### src/rtl/ptl_pkg.sv
// shared constants, codes and types for the periodic timer list
package ptl_pkg;

  localparam int TIMER_SLOTS_DEF = 16;
  localparam int COUNT_WIDTH_DEF = 16;

  localparam int CMD_W        = 2;
  localparam int SLOT_FIELD_W = 4;
  localparam int PERIOD_W     = 16;
  localparam int KIND_W       = 2;

  typedef logic [CMD_W-1:0]  cmd_t;
  typedef logic [KIND_W-1:0] kind_t;

  localparam cmd_t CMD_ADD    = 2'd0;
  localparam cmd_t CMD_REMOVE = 2'd1;
  localparam cmd_t CMD_TICK   = 2'd2;
  localparam cmd_t CMD_CLEAR  = 2'd3;

  localparam kind_t KIND_STATUS = 2'd0;
  localparam kind_t KIND_EXPIRY = 2'd1;

endpackage

### src/rtl/ptl_ifs.sv
// valid/ready channel interfaces for commands and results
interface ptl_in_if;
  import ptl_pkg::*;
  logic                    valid;
  logic                    ready;
  cmd_t                    command;
  logic [SLOT_FIELD_W-1:0] slot;
  logic [PERIOD_W-1:0]     period;
  modport source (output valid, command, slot, period, input ready);
  modport sink   (input valid, command, slot, period, output ready);
endinterface

interface ptl_out_if;
  import ptl_pkg::*;
  logic                    valid;
  logic                    ready;
  kind_t                   kind;
  logic                    ok;
  logic [SLOT_FIELD_W-1:0] fired_slot;
  logic                    last;
  modport source (output valid, kind, ok, fired_slot, last, input ready);
  modport sink   (input valid, kind, ok, fired_slot, last, output ready);
endinterface

### src/rtl/ptl_ram.sv
// generic single write port ram with one registered read port
module ptl_ram #(
  parameter int WIDTH = 16,
  parameter int DEPTH = 16
) (
  input  logic                     clk,
  input  logic                     we,
  input  logic [$clog2(DEPTH)-1:0] waddr,
  input  logic [WIDTH-1:0]         wdata,
  input  logic [$clog2(DEPTH)-1:0] raddr,
  output logic [WIDTH-1:0]         rdata
);

  logic [WIDTH-1:0] mem [DEPTH];
  logic [WIDTH-1:0] rdata_r;

  always_ff @(posedge clk) begin
    if (we) begin
      mem[waddr] <= wdata;
    end
    rdata_r <= mem[raddr];
  end

  assign rdata = rdata_r;

endmodule

### src/rtl/periodic_timer_list_unit.sv
// periodic timer list: linked timer slots walked by a small sequencer on each tick
//
//  channel  dir  fields                          transfer when
//  in_ch    in   command, slot, period           valid && ready
//  out_ch   out  kind, ok, fired_slot, last      valid && ready
//
// add passes exec, add2 (skipped on an empty list) and resp; remove exec, rmw and resp;
// clear and a rejected add or remove exec and resp, each plus any wait for the output
// register. a tick passes exec, a walk step per linked timer and flush (back to idle
// from exec on an empty list), set by the single read port of the link and count memories.
// reset is synchronous; only state, linked bits, head, tail, count, held-expiry flag and output valid clear.
// the walk holds when a new expiry meets a held one and a full output register;
// in_ready is high only when idle.
module periodic_timer_list_unit #(
  parameter int TIMER_SLOTS = ptl_pkg::TIMER_SLOTS_DEF,
  parameter int COUNT_WIDTH = ptl_pkg::COUNT_WIDTH_DEF
) (
  input  logic       clk,
  input  logic       rst_n,
  ptl_in_if.sink     in_ch,
  ptl_out_if.source  out_ch
);
  import ptl_pkg::*;

  localparam int SLOT_W = $clog2(TIMER_SLOTS);
  localparam int CNT_W  = $clog2(TIMER_SLOTS + 1);
  localparam logic [31:0] COUNT_MAX = 32'((64'd1 << COUNT_WIDTH) - 64'd1);

  localparam logic [2:0] ST_IDLE  = 3'd0;
  localparam logic [2:0] ST_EXEC  = 3'd1;
  localparam logic [2:0] ST_ADD2  = 3'd2;
  localparam logic [2:0] ST_RMW   = 3'd3;
  localparam logic [2:0] ST_WALK  = 3'd4;
  localparam logic [2:0] ST_FLUSH = 3'd5;
  localparam logic [2:0] ST_RESP  = 3'd6;

  logic [2:0]              state_r, state_nxt;
  logic [TIMER_SLOTS-1:0]  linked_r, linked_nxt;
  logic [SLOT_W-1:0]       head_r, head_nxt;
  logic [SLOT_W-1:0]       tail_r, tail_nxt;
  logic [CNT_W-1:0]        count_r, count_nxt;
  logic                    pend_v_r, pend_v_nxt;
  logic                    out_valid_r, out_valid_nxt;

  // payload registers
  cmd_t                    cmd_r;
  logic [SLOT_FIELD_W-1:0] slot_r;
  logic [PERIOD_W-1:0]     period_r;
  logic                    ok_r, ok_nxt;
  logic [SLOT_W-1:0]       t_r, t_nxt;
  logic [CNT_W-1:0]        cnt_r, cnt_nxt;
  logic [SLOT_W-1:0]       pend_slot_r, pend_slot_nxt;
  kind_t                   out_kind_r;
  logic                    out_ok_r;
  logic [SLOT_FIELD_W-1:0] out_fired_r;
  logic                    out_last_r;

  // memory ports
  logic                   nx_we, pv_we, rl_we, rm_we;
  logic [SLOT_W-1:0]      nx_waddr, pv_waddr, rl_waddr, rm_waddr;
  logic [SLOT_W-1:0]      nx_wdata, pv_wdata;
  logic [COUNT_WIDTH-1:0] rl_wdata, rm_wdata;
  logic [SLOT_W-1:0]      rd_addr;
  logic [SLOT_W-1:0]      nx_rdata, pv_rdata;
  logic [COUNT_WIDTH-1:0] rl_rdata, rm_rdata;

  logic                   accept, out_free, push;
  kind_t                  push_kind;
  logic                   push_ok, push_last;
  logic [SLOT_FIELD_W-1:0] push_fired;
  logic [SLOT_W-1:0]      s_idx;
  logic                   s_in_range, s_linked;
  logic [PERIOD_W-1:0]    per_nz;
  logic [31:0]            per_wide;
  logic [COUNT_WIDTH-1:0] per_sat;
  logic [COUNT_WIDTH-1:0] dec;
  logic                   fire, go;

  ptl_ram #(.WIDTH(SLOT_W), .DEPTH(TIMER_SLOTS)) u_next_ram (
    .clk, .we(nx_we), .waddr(nx_waddr), .wdata(nx_wdata), .raddr(rd_addr), .rdata(nx_rdata)
  );
  ptl_ram #(.WIDTH(SLOT_W), .DEPTH(TIMER_SLOTS)) u_prev_ram (
    .clk, .we(pv_we), .waddr(pv_waddr), .wdata(pv_wdata), .raddr(rd_addr), .rdata(pv_rdata)
  );
  ptl_ram #(.WIDTH(COUNT_WIDTH), .DEPTH(TIMER_SLOTS)) u_reload_ram (
    .clk, .we(rl_we), .waddr(rl_waddr), .wdata(rl_wdata), .raddr(rd_addr), .rdata(rl_rdata)
  );
  ptl_ram #(.WIDTH(COUNT_WIDTH), .DEPTH(TIMER_SLOTS)) u_remain_ram (
    .clk, .we(rm_we), .waddr(rm_waddr), .wdata(rm_wdata), .raddr(rd_addr), .rdata(rm_rdata)
  );

  assign in_ch.ready = (state_r == ST_IDLE);
  assign accept      = in_ch.valid && in_ch.ready;
  assign out_free    = !out_valid_r || out_ch.ready;

  assign s_idx      = SLOT_W'(slot_r);
  assign s_in_range = (32'(slot_r) < 32'(TIMER_SLOTS));
  assign s_linked   = s_in_range && linked_r[s_idx];

  // zero period counts as one, wide periods saturate to the counter range
  assign per_nz   = (period_r == '0) ? PERIOD_W'(1) : period_r;
  assign per_wide = (32'(per_nz) > COUNT_MAX) ? COUNT_MAX : 32'(per_nz);
  assign per_sat  = COUNT_WIDTH'(per_wide);

  assign dec  = rm_rdata - COUNT_WIDTH'(1);
  assign fire = (dec == '0);
  // a firing timer needs room to hand the held expiry to the output
  assign go   = !fire || !pend_v_r || out_free;

  always_comb begin
    state_nxt     = state_r;
    linked_nxt    = linked_r;
    head_nxt      = head_r;
    tail_nxt      = tail_r;
    count_nxt     = count_r;
    pend_v_nxt    = pend_v_r;
    pend_slot_nxt = pend_slot_r;
    ok_nxt        = ok_r;
    t_nxt         = t_r;
    cnt_nxt       = cnt_r;
    rd_addr       = t_r;
    nx_we = 1'b0; nx_waddr = s_idx; nx_wdata = s_idx;
    pv_we = 1'b0; pv_waddr = s_idx; pv_wdata = s_idx;
    rl_we = 1'b0; rl_waddr = s_idx; rl_wdata = per_sat;
    rm_we = 1'b0; rm_waddr = s_idx; rm_wdata = per_sat;
    push       = 1'b0;
    push_kind  = KIND_STATUS;
    push_ok    = 1'b0;
    push_fired = '0;
    push_last  = 1'b1;

    unique case (state_r)
      ST_IDLE: begin
        if (accept) begin
          state_nxt = ST_EXEC;
        end
      end
      ST_EXEC: begin
        rd_addr = (cmd_r == CMD_TICK) ? head_r : s_idx;
        case (cmd_r)
          CMD_ADD: begin
            if (!s_in_range || s_linked) begin
              ok_nxt    = 1'b0;
              state_nxt = ST_RESP;
            end else begin
              ok_nxt = 1'b1;
              linked_nxt[s_idx] = 1'b1;
              rl_we = 1'b1;
              rm_we = 1'b1;
              nx_we = 1'b1;
              pv_we = 1'b1;
              if (count_r == '0) begin
                head_nxt  = s_idx;
                tail_nxt  = s_idx;
                count_nxt = CNT_W'(1);
                state_nxt = ST_RESP;
              end else begin
                nx_waddr  = tail_r;
                pv_waddr  = head_r;
                state_nxt = ST_ADD2;
              end
            end
          end
          CMD_REMOVE: begin
            if (!s_linked) begin
              ok_nxt    = 1'b0;
              state_nxt = ST_RESP;
            end else begin
              ok_nxt    = 1'b1;
              state_nxt = ST_RMW;
            end
          end
          CMD_CLEAR: begin
            linked_nxt = '0;
            head_nxt   = '0;
            tail_nxt   = '0;
            count_nxt  = '0;
            ok_nxt     = 1'b1;
            state_nxt  = ST_RESP;
          end
          default: begin
            t_nxt   = head_r;
            cnt_nxt = count_r;
            state_nxt = (count_r == '0) ? ST_IDLE : ST_WALK;
          end
        endcase
      end
      ST_ADD2: begin
        nx_we = 1'b1; nx_waddr = s_idx; nx_wdata = head_r;
        pv_we = 1'b1; pv_waddr = s_idx; pv_wdata = tail_r;
        tail_nxt  = s_idx;
        count_nxt = count_r + CNT_W'(1);
        state_nxt = ST_RESP;
      end
      ST_RMW: begin
        linked_nxt[s_idx] = 1'b0;
        if (count_r <= CNT_W'(1)) begin
          count_nxt = '0;
          head_nxt  = '0;
          tail_nxt  = '0;
        end else begin
          if (s_idx == head_r) begin
            head_nxt = nx_rdata;
          end else if (s_idx == tail_r) begin
            tail_nxt = pv_rdata;
          end
          pv_we = 1'b1; pv_waddr = nx_rdata; pv_wdata = pv_rdata;
          nx_we = 1'b1; nx_waddr = pv_rdata; nx_wdata = nx_rdata;
          count_nxt = count_r - CNT_W'(1);
        end
        state_nxt = ST_RESP;
      end
      ST_WALK: begin
        if (go) begin
          rm_we    = 1'b1;
          rm_waddr = t_r;
          rm_wdata = fire ? rl_rdata : dec;
          if (fire) begin
            if (pend_v_r) begin
              push       = 1'b1;
              push_kind  = KIND_EXPIRY;
              push_fired = SLOT_FIELD_W'(pend_slot_r);
              push_last  = 1'b0;
            end
            pend_v_nxt    = 1'b1;
            pend_slot_nxt = t_r;
          end
          // next entry is read straight off the link memory output
          rd_addr = nx_rdata;
          t_nxt   = nx_rdata;
          cnt_nxt = cnt_r - CNT_W'(1);
          if (cnt_r == CNT_W'(1)) begin
            state_nxt = ST_FLUSH;
          end
        end
      end
      ST_FLUSH: begin
        if (!pend_v_r) begin
          state_nxt = ST_IDLE;
        end else if (out_free) begin
          push       = 1'b1;
          push_kind  = KIND_EXPIRY;
          push_fired = SLOT_FIELD_W'(pend_slot_r);
          push_last  = 1'b1;
          pend_v_nxt = 1'b0;
          state_nxt  = ST_IDLE;
        end
      end
      ST_RESP: begin
        if (out_free) begin
          push      = 1'b1;
          push_ok   = ok_r;
          state_nxt = ST_IDLE;
        end
      end
      default: begin
        state_nxt = ST_IDLE;
      end
    endcase
  end

  assign out_valid_nxt = push || (out_valid_r && !out_ch.ready);

  always_ff @(posedge clk) begin
    if (!rst_n) begin
      state_r     <= ST_IDLE;
      linked_r    <= '0;
      head_r      <= '0;
      tail_r      <= '0;
      count_r     <= '0;
      pend_v_r    <= 1'b0;
      out_valid_r <= 1'b0;
    end else begin
      state_r     <= state_nxt;
      linked_r    <= linked_nxt;
      head_r      <= head_nxt;
      tail_r      <= tail_nxt;
      count_r     <= count_nxt;
      pend_v_r    <= pend_v_nxt;
      out_valid_r <= out_valid_nxt;
    end
  end

  always_ff @(posedge clk) begin
    if (accept) begin
      cmd_r    <= in_ch.command;
      slot_r   <= in_ch.slot;
      period_r <= in_ch.period;
    end
    ok_r        <= ok_nxt;
    t_r         <= t_nxt;
    cnt_r       <= cnt_nxt;
    pend_slot_r <= pend_slot_nxt;
    if (push) begin
      out_kind_r  <= push_kind;
      out_ok_r    <= push_ok;
      out_fired_r <= push_fired;
      out_last_r  <= push_last;
    end
  end

  assign out_ch.valid      = out_valid_r;
  assign out_ch.kind       = out_kind_r;
  assign out_ch.ok         = out_ok_r;
  assign out_ch.fired_slot = out_fired_r;
  assign out_ch.last       = out_last_r;

`ifndef ASSERT_OFF
  a_count_matches_linked: assert property (@(posedge clk) disable iff (!rst_n)
    (state_r == ST_IDLE) |-> (CNT_W'($countones(linked_r)) == count_r))
    else $error("active count differs from number of linked slots");

  a_count_bound: assert property (@(posedge clk) disable iff (!rst_n)
    32'(count_r) <= 32'(TIMER_SLOTS))
    else $error("active count above slot count");

  a_no_held_expiry_idle: assert property (@(posedge clk) disable iff (!rst_n)
    (state_r == ST_IDLE) |-> !pend_v_r)
    else $error("expiry still held after walk");

  a_push_into_free: assert property (@(posedge clk) disable iff (!rst_n)
    push |-> out_free)
    else $error("result written over an untaken result");
`endif

endmodule

### src/flat_wrapper.sv
// flat-port wrapper written by rule: the top's interface ports become plain ports
module periodic_timer_list_unit_flat import ptl_pkg::*;
#(
  parameter int TIMER_SLOTS = ptl_pkg::TIMER_SLOTS_DEF,
  parameter int COUNT_WIDTH = ptl_pkg::COUNT_WIDTH_DEF
)
  (clk, rst_n, in_ch_valid, in_ch_command, in_ch_slot, in_ch_period, in_ch_ready, out_ch_valid, out_ch_kind, out_ch_ok, out_ch_fired_slot, out_ch_last, out_ch_ready);
  ptl_in_if in_ch_i ();
  ptl_out_if out_ch_i ();
  input  logic clk;
  input  logic rst_n;
  input wire logic [$bits(in_ch_i.valid)-1:0] in_ch_valid;
  input wire logic [$bits(in_ch_i.command)-1:0] in_ch_command;
  input wire logic [$bits(in_ch_i.slot)-1:0] in_ch_slot;
  input wire logic [$bits(in_ch_i.period)-1:0] in_ch_period;
  output wire logic [$bits(in_ch_i.ready)-1:0] in_ch_ready;
  output wire logic [$bits(out_ch_i.valid)-1:0] out_ch_valid;
  output wire logic [$bits(out_ch_i.kind)-1:0] out_ch_kind;
  output wire logic [$bits(out_ch_i.ok)-1:0] out_ch_ok;
  output wire logic [$bits(out_ch_i.fired_slot)-1:0] out_ch_fired_slot;
  output wire logic [$bits(out_ch_i.last)-1:0] out_ch_last;
  input wire logic [$bits(out_ch_i.ready)-1:0] out_ch_ready;
  assign in_ch_i.valid = in_ch_valid;
  assign in_ch_i.command = in_ch_command;
  assign in_ch_i.slot = in_ch_slot;
  assign in_ch_i.period = in_ch_period;
  assign in_ch_ready = in_ch_i.ready;
  assign out_ch_valid = out_ch_i.valid;
  assign out_ch_kind = out_ch_i.kind;
  assign out_ch_ok = out_ch_i.ok;
  assign out_ch_fired_slot = out_ch_i.fired_slot;
  assign out_ch_last = out_ch_i.last;
  assign out_ch_i.ready = out_ch_ready;
  periodic_timer_list_unit #(.TIMER_SLOTS(TIMER_SLOTS), .COUNT_WIDTH(COUNT_WIDTH)) u_core (.clk(clk), .rst_n(rst_n), .in_ch(in_ch_i), .out_ch(out_ch_i));
endmodule
### config.mk
export PLATFORM = sky130hd
export DESIGN_NAME = periodic_timer_list_unit_flat
export DESIGN_NICKNAME = d
export VERILOG_FILES = /design/src/rtl/ptl_pkg.sv /design/src/rtl/ptl_ifs.sv /design/src/rtl/ptl_ram.sv /design/src/rtl/periodic_timer_list_unit.sv /design/src/flat_wrapper.sv
export SDC_FILE = /design/constraint.sdc
export NUM_CORES = 1
export LEC_CHECK = 0
export BUFFER_PORTS_ARGS = -buffer_cell sky130_fd_sc_hd__buf_2
export CAP_MARGIN = 10
export CORE_MARGIN = 5
export CORE_UTILIZATION = 40
export DETAILED_ROUTE_END_ITERATION = 7
export GPL_TIMING_DRIVEN = 0
export PLACE_DENSITY = 0.68
export SKIP_CTS_REPAIR_TIMING = 1
export SYNTH_ARGS = -nofsm -noshare
export SYNTH_HDL_FRONTEND = slang
export SYNTH_SLANG_ARGS = --single-unit
### constraint.sdc
create_clock -name clk -period 3.7 [get_ports clk]
set_input_delay 0.74 -clock clk [delete_from_list [all_inputs] [get_ports clk]]
set_output_delay 0.74 -clock clk [all_outputs]
set_load 0.03 [all_outputs]
Word level (Yosys, flattened, before mapping):

Memory sizes are Yosys's and may differ from the RTL's. A register that Yosys moved wholly into a read port is not among the register bits.
Index checks and enable logic that the tools add are counted.
W data, S select, Z words.

* memories: 4
* RAM bits: 640
* word-level logic and storage cells: 188
* bits in registers: 78
* bits of input ports: 26

* muxes and demuxes: 99
* bitwise logic cells: 3
* reductions and logical operators: 34
* $lt $le $gt $ge: 3
* add/subtract/negate cells: 4
* equal/unequal tests: 23

Memory list
* u_core.u_reload_ram.mem: words 16, width 16, rd ports 1, clocked after Yosys merged registers in 1, write ports 1, RTL line ptl_ram.sv:14 `logic [WIDTH-1:0] mem [DEPTH];`
* u_core.u_remain_ram.mem: words 16, width 16, rd ports 1, clocked after Yosys merged registers in 1, write ports 1, RTL line ptl_ram.sv:14
* u_core.u_next_ram.mem: words 16, width 4, rd ports 1, clocked after Yosys merged registers in 1, write ports 1, RTL line ptl_ram.sv:14
* u_core.u_prev_ram.mem: words 16, width 4, rd ports 1, clocked after Yosys merged registers in 1, write ports 1, RTL line ptl_ram.sv:14

Operator list (count)
* $mux W4: 25
* $mux W16: 5
* $pmux W4 S2: 10
* $pmux W16 S2: 2
* $logic_not A16 Y1: 2
* $mux W3: 9
* $mux W1: 26
* $mux W5: 5
* $pmux W5 S2: 2
* $pmux W3 S6: 1
* $and A16 B16 Y16: 1
* $not A16 Y16: 1
* $or A16 B16 Y16: 1
* $sub A16 B1 Y16 const B: 1
* $pmux W5 S3: 1
* $reduce_and A3 Y1: 5
* $pmux W4 S3: 1
* $sub A5 B1 Y5 const B: 2
* $eq A3 B3 Y1 const B: 3
* $pmux W1 S3: 3
* $pmux W3 S3: 1
* $eq A4 B4 Y1: 2
* $reduce_and A4 Y1: 2
* $eq A3 B2 Y1 const B: 2
* other kinds (30): 53

Depth between registers and ports, before layout:

* depth after elaboration: 9
* mapped depth: 16

Modules after synthesis:

From an unflattened synthesis, not the netlist that was laid out.

* cell total of the unflattened synthesis: 1779
* area total of the unflattened synthesis: 30897.1 um2

Modules (own cells, without submodules)
* ptl_ram (u_core.u_reload_ram ...): area an instance 10042.1 um2, cells each 432, times used 2, seq. area each 8007.7 um2
* periodic_timer_list_unit: area an instance 5480.3 um2, cells each 655, times used 1, seq. area each 1971.9 um2
* ptl_ram (u_core.u_next_ram ...): area an instance 2666.3 um2, cells each 130, times used 2, seq. area each 2001.9 um2

Worst setup path after synthesis:

Ideal clock, no wire load.

* path kind: register to register
* start: register u_core.slot_r[0], in the netlist u_core.rl_waddr[0]
* end: memory u_core.u_reload_ram.mem[9][0], enable pin
* period minus slack after synthesis: 4015 ps
* setup time: 409 ps
* data required time: 3291 ps
* cell stages (with the launch flop): 7
* path buffers: 2
* arrival: 3606 ps
* path slack: -315 ps
* cell sequence: edfxtp_1 buf_1 mux4_2 mux4_2 nand3b_1 clkbuf_1 nor3_1

* cells in the longest elaborated chain, start to end: 7

RTL lines
* from (decl): RTL line periodic_timer_list_unit.sv:47 `logic [SLOT_FIELD_W-1:0] slot_r;`
* from (signal assigned): RTL line periodic_timer_list_unit.sv:287 `slot_r <= in_ch.slot;`
* $bmux W1 S4: RTL line periodic_timer_list_unit.sv:98 `assign s_linked = s_in_range && linked_r[s_idx];`
* $mux W1 (not written as such): RTL line periodic_timer_list_unit.sv:98
* $mux W1: RTL line periodic_timer_list_unit.sv:142 `if (!s_in_range || s_linked) begin`
* $mux W1: RTL line periodic_timer_list_unit.sv:140 `case (cmd_r)`
* $mux W1: RTL line periodic_timer_list_unit.sv:132 `unique case (state_r)`
* $mux W1: RTL line ptl_ram.sv:18 `if (we) begin`
* $mux W1 (not written as such): RTL line ptl_ram.sv:19 `mem[waddr] <= wdata;`
* to (decl): RTL line ptl_ram.sv:14

Parallel ways exist; a longest one is shown, timed or not. The select of a mux whose other input is x is not followed.

Worst setup path in the final report:

* start: register u_core.u_remain_ram.rdata_r[1], in the netlist u_core.u_remain_ram.rdata[1], read port of u_core.u_remain_ram.mem
* end: register u_core.u_reload_ram.rdata_r[11], in the netlist u_core.u_reload_ram.rdata[11], read port of u_core.u_reload_ram.mem

* cells in the longest elaborated chain, start to end: 7

RTL lines
* from (decl): RTL line ptl_ram.sv:15 `logic [WIDTH-1:0] rdata_r;`
* $sub A16 B1 Y16: RTL line periodic_timer_list_unit.sv:105 `assign dec = rm_rdata - COUNT_WIDTH'(1);`
* $logic_not A16 Y1: RTL line periodic_timer_list_unit.sv:106 `assign fire = (dec == '0);`
* $logic_not A1 Y1: RTL line periodic_timer_list_unit.sv:108 `assign go = !fire || !pend_v_r || out_free;`
* $logic_or A1 B1 Y1 (2 in series): RTL line periodic_timer_list_unit.sv:108
* $mux W4
* $pmux W4 S2: RTL line periodic_timer_list_unit.sv:132
* to (decl): RTL line ptl_ram.sv:15

No other way between the ends.
A chain may end at the register's enable or synchronous reset.

==> impl_metrics.py <==
metrics = {
    "die": {
        "rows": 102,
        "die_h_um": 288,
        "coreArea_mm2": 0.0771,
        "die_area_mm2": 0.0831,
        "die_x_um": 288,
        "initial_core_util_pct": 40.2,
        "io_pins": 36,
    },
    "clocking": {
        "cts_sinks": 757,
        "clock_latency_ns": 0.63,
        "cts_buffers": 74,
        "clock_path_buffers": 3,
        "root_buffer": "clkbuf_16",
        "cts_tree": "done",
        "h-tree-depth": 3,
        "clk_pin_slew_ns": 0.07,
    },
    "synth": {
        "syn_nets": 2244,
        "synth_flop_cell": "edfxtp_1",
        "ys_seq_elements": 757,
        "async_reset_ff_share_pct": 0,
        "yosysSeqAreaShare_pct": 71.0,
        "synth-edff-count": 683,
        "syn_area_mm2": 0.0310,
        "synth.distinct_cells": 72,
        "syn_inst": 2206,
        "avgSynthCellArea_um2": 14.0,
        "synth-warning-count": 0,
    },
    "place": {
        "post-dp-hpwl_mm": 57.8,
        "port_buffers": 34,
        "dpl_worst_slack_ns": -1.52,
        "routabilityCongestion": 0.925,
        "dp_cells": 3320,
        "placed_cell_area_mm2": 0.0331,
    },
    "status": {
        "run_status": "finished with violations",
        "violations": "negative setup slack",
    },
    "grt": {
        "grtUsageTotal_pct": 19.9,
        "antenna_found_initial": 0,
        "grt_pass1_wl_mm": 124,
        "overflow": 0,
        "grt_max_degree": 23,
        "grt_pass1_vias": 19126,
    },
    "setup_path": {
        "end_kind": "flip-flop",
        "crit_path_max_fanout": 8,
        "slowest_delay_ns": 0.46,
        "worstPathArrival_ns": 4.57,
        "crit_slowest_cell": "or4b_4",
        "path_class": "reg2reg",
        "start_kind": "flip-flop",
        "cp_cell_sequence": "inv_2 > ha_4 > buf_6 > or4b_4 > buf_6 > xor2_4 > o2111ai_2 > a2111oi_4 > buf_6 > mux2i_4 > o21a_4 > buf_12 > clkbuf_16 > buf_16 > mux2i_4 > a32oi_2 > and4_4",
        "crit_top_cell": "buf_6",
        "cp.required_ns": 4.21,
    },
    "pwr": {
        "vdd_ir_drop_max_v": 0.000678,
        "powerDensity_mw_per_mm2": 990,
        "p_leak_uw": 0.0132,
    },
    "sta": {
        "tightestPinTransition_ns": 1.07,
        "rsz0062_at_grt": "true",
        "setup_violations": 317,
        "setup_slack_ns": -0.360,
        "relSlewSlack_pct": 29.0,
        "fmax_mhz": 246,
        "whs_ns": 0.295,
        "fin_worst_skew_ns": 0.0367,
        "drv_slew": 0,
        "fin_crit_sh_pct": 110,
        "period_needed_ns": 4.06,
        "hold_viol_final": 0,
    },
    "final_layout": {
        "insertedDiodeCount": 0,
        "layout_common_cells": "edfxtp_1, nand2_1, mux2i_1, a32oi_1, clkbuf_16",
        "fin_area_mm2": 0.0387,
        "area_growth_pct": 25.1,
        "final_core_util_pct": 50.2,
        "nNetsFinal": 2480,
        "fin_cells": 3542,
        "final_common_cell": "edfxtp_1",
        "drive_above_1_share_pct": 23.7,
    },
    "flow_run": {
        "maxCapViolations": 0,
    },
    "routing": {
        "drtPass1Iterations": 5,
        "drc": 0,
        "drtIter0Drc": 2683,
        "post_drt_wl_per_cell_um": 26.0,
        "via_per_inst": 5.90,
        "routed_wl_mm": 92.1,
        "postRouteAntennaNets": 0,
        "vias": 20907,
    },
    "worst_hold_path": {
        "min_path_type": "in2reg",
    },
}
## worst paths after layout
path	start	to	slack, ns	cells after the start
worst max-delay path	u_core.u_remain_ram.rdata[1]	u_core.u_reload_ram.rdata[11]	-0.36	17
worst min register to register	u_core.linked_r[7]	u_core.linked_r[7]	0.47	2
worst min-delay path	in_ch_slot[0]	u_core.rl_waddr[0]	0.29	1
worst max register to register	u_core.u_remain_ram.rdata[1]	u_core.u_reload_ram.rdata[11]	-0.36	17
## kinds of logic after synthesis
logic type      count (synthesis)  synth area share, %
other cells                     1               0.0121
compound gates                374                 9.07
mux                           178                 6.01
xor+xnor                       25                0.707
fa+ha+maj                      12                0.485
flops                         757                 71.0
simple gates                  695                 10.3
buf+inv                       164                 2.37
## critical path, delay by kind of cell (launching register included)
| family | cells | cell delay [ns] |
|---|---|---|
| and+or+nand+nor | 2 | 0.70 |
| xor gates and xnor gates | 1 | 0.16 |
| adders and majority gates | 1 | 0.15 |
| DFF | 1 | 0.36 |
| AOI/OAI and AO/OA | 4 | 0.83 |
| muxes | 2 | 0.59 |
| buffers and inverters | 7 | 1.11 |
## where the power goes
part	internal (uW)	total, uW	switching, uW
Combinational	7950	19300	11300
Sequential	11000	11700	651
Clock	4230	7400	3170
## state kept, by name (all words and copies together) (netlist names), 5 cells and up
name / cells
u_core.u_next_ram.mem: 64
u_core.u_remain_ram.mem: 256
u_core.u_reload_ram.rdata: 16
u_core.u_reload_ram.mem: 256
u_core.count_r: 5
u_core.u_remain_ram.rdata: 16
u_core.cnt_r: 5
u_core.linked_r: 16
u_core.period_r: 16
u_core.u_prev_ram.mem: 64
## per-stage QoR
step                      total power [uW]   TNS, ns
after floorplan                      19800    -49.81
after global placement               24400  -1228.25
after detailed placement             24900   -657.96
after CTS                            32300   -678.61
after global routing                 39500    -40.19
final                                38300    -28.39
## Yosys cell counts (all sizes together), types with 2 or more instances
cell    instances  area, um2
a21boi          3       22.5
and3            4       30.0
nand3          19        108
or2             2       12.5
ha             12        150
mux2            2       22.5
o221a           5       65.1
nand3b          3       22.5
nor4            7       58.8
a31oi          20        125
o21bai          2       15.0
o211a           7       70.1
o221ai          6       58.8
mux4            6        135
a22oi           8       60.1
edfxtp        683      20500
a21oi          50        258
nor2b          19        119
a221o           9       90.1
clkbuf         89        335
xnor2          10       87.6
nor3b           5       52.6
dfxtp          74       1480
nand2b         23        144
a211oi          2       15.0
o22ai           6       37.5
xor2           15        131
a32oi         163       1430
nor3           39        218
a211o           5       43.8
o21a            4       30.0
o21ai          72        364
and2           15       93.8
and4           40        350
inv            15       56.3
or4             2       15.0
a221oi          2       17.5
nor2          126        473
mux2i         170       1700
buf            60        342
nand2         386       1450
## final cells by class
cell class | count | area (um2)
sequential | 757 | 22000
clock inverter | 28 | 302
multi-input combinational | 1285 | 9670
buffer | 148 | 1380
timing repair buffer | 161 | 1960
clock buffer | 108 | 2050
tap | 1040 | 1300
fill | 6295 | 38400
inverter | 15 | 58.8
## per-layer routing
metal	wire [um]	GRT usage, %	part of all wire [%]
met4	3520	6.74	3.8
met5	66	0	0.072
met1	35600	27.3	39
met3	9000	2.74	9.8
met2	43900	33.1	48
No activity file was read; power rests on OpenSTA's default activity.
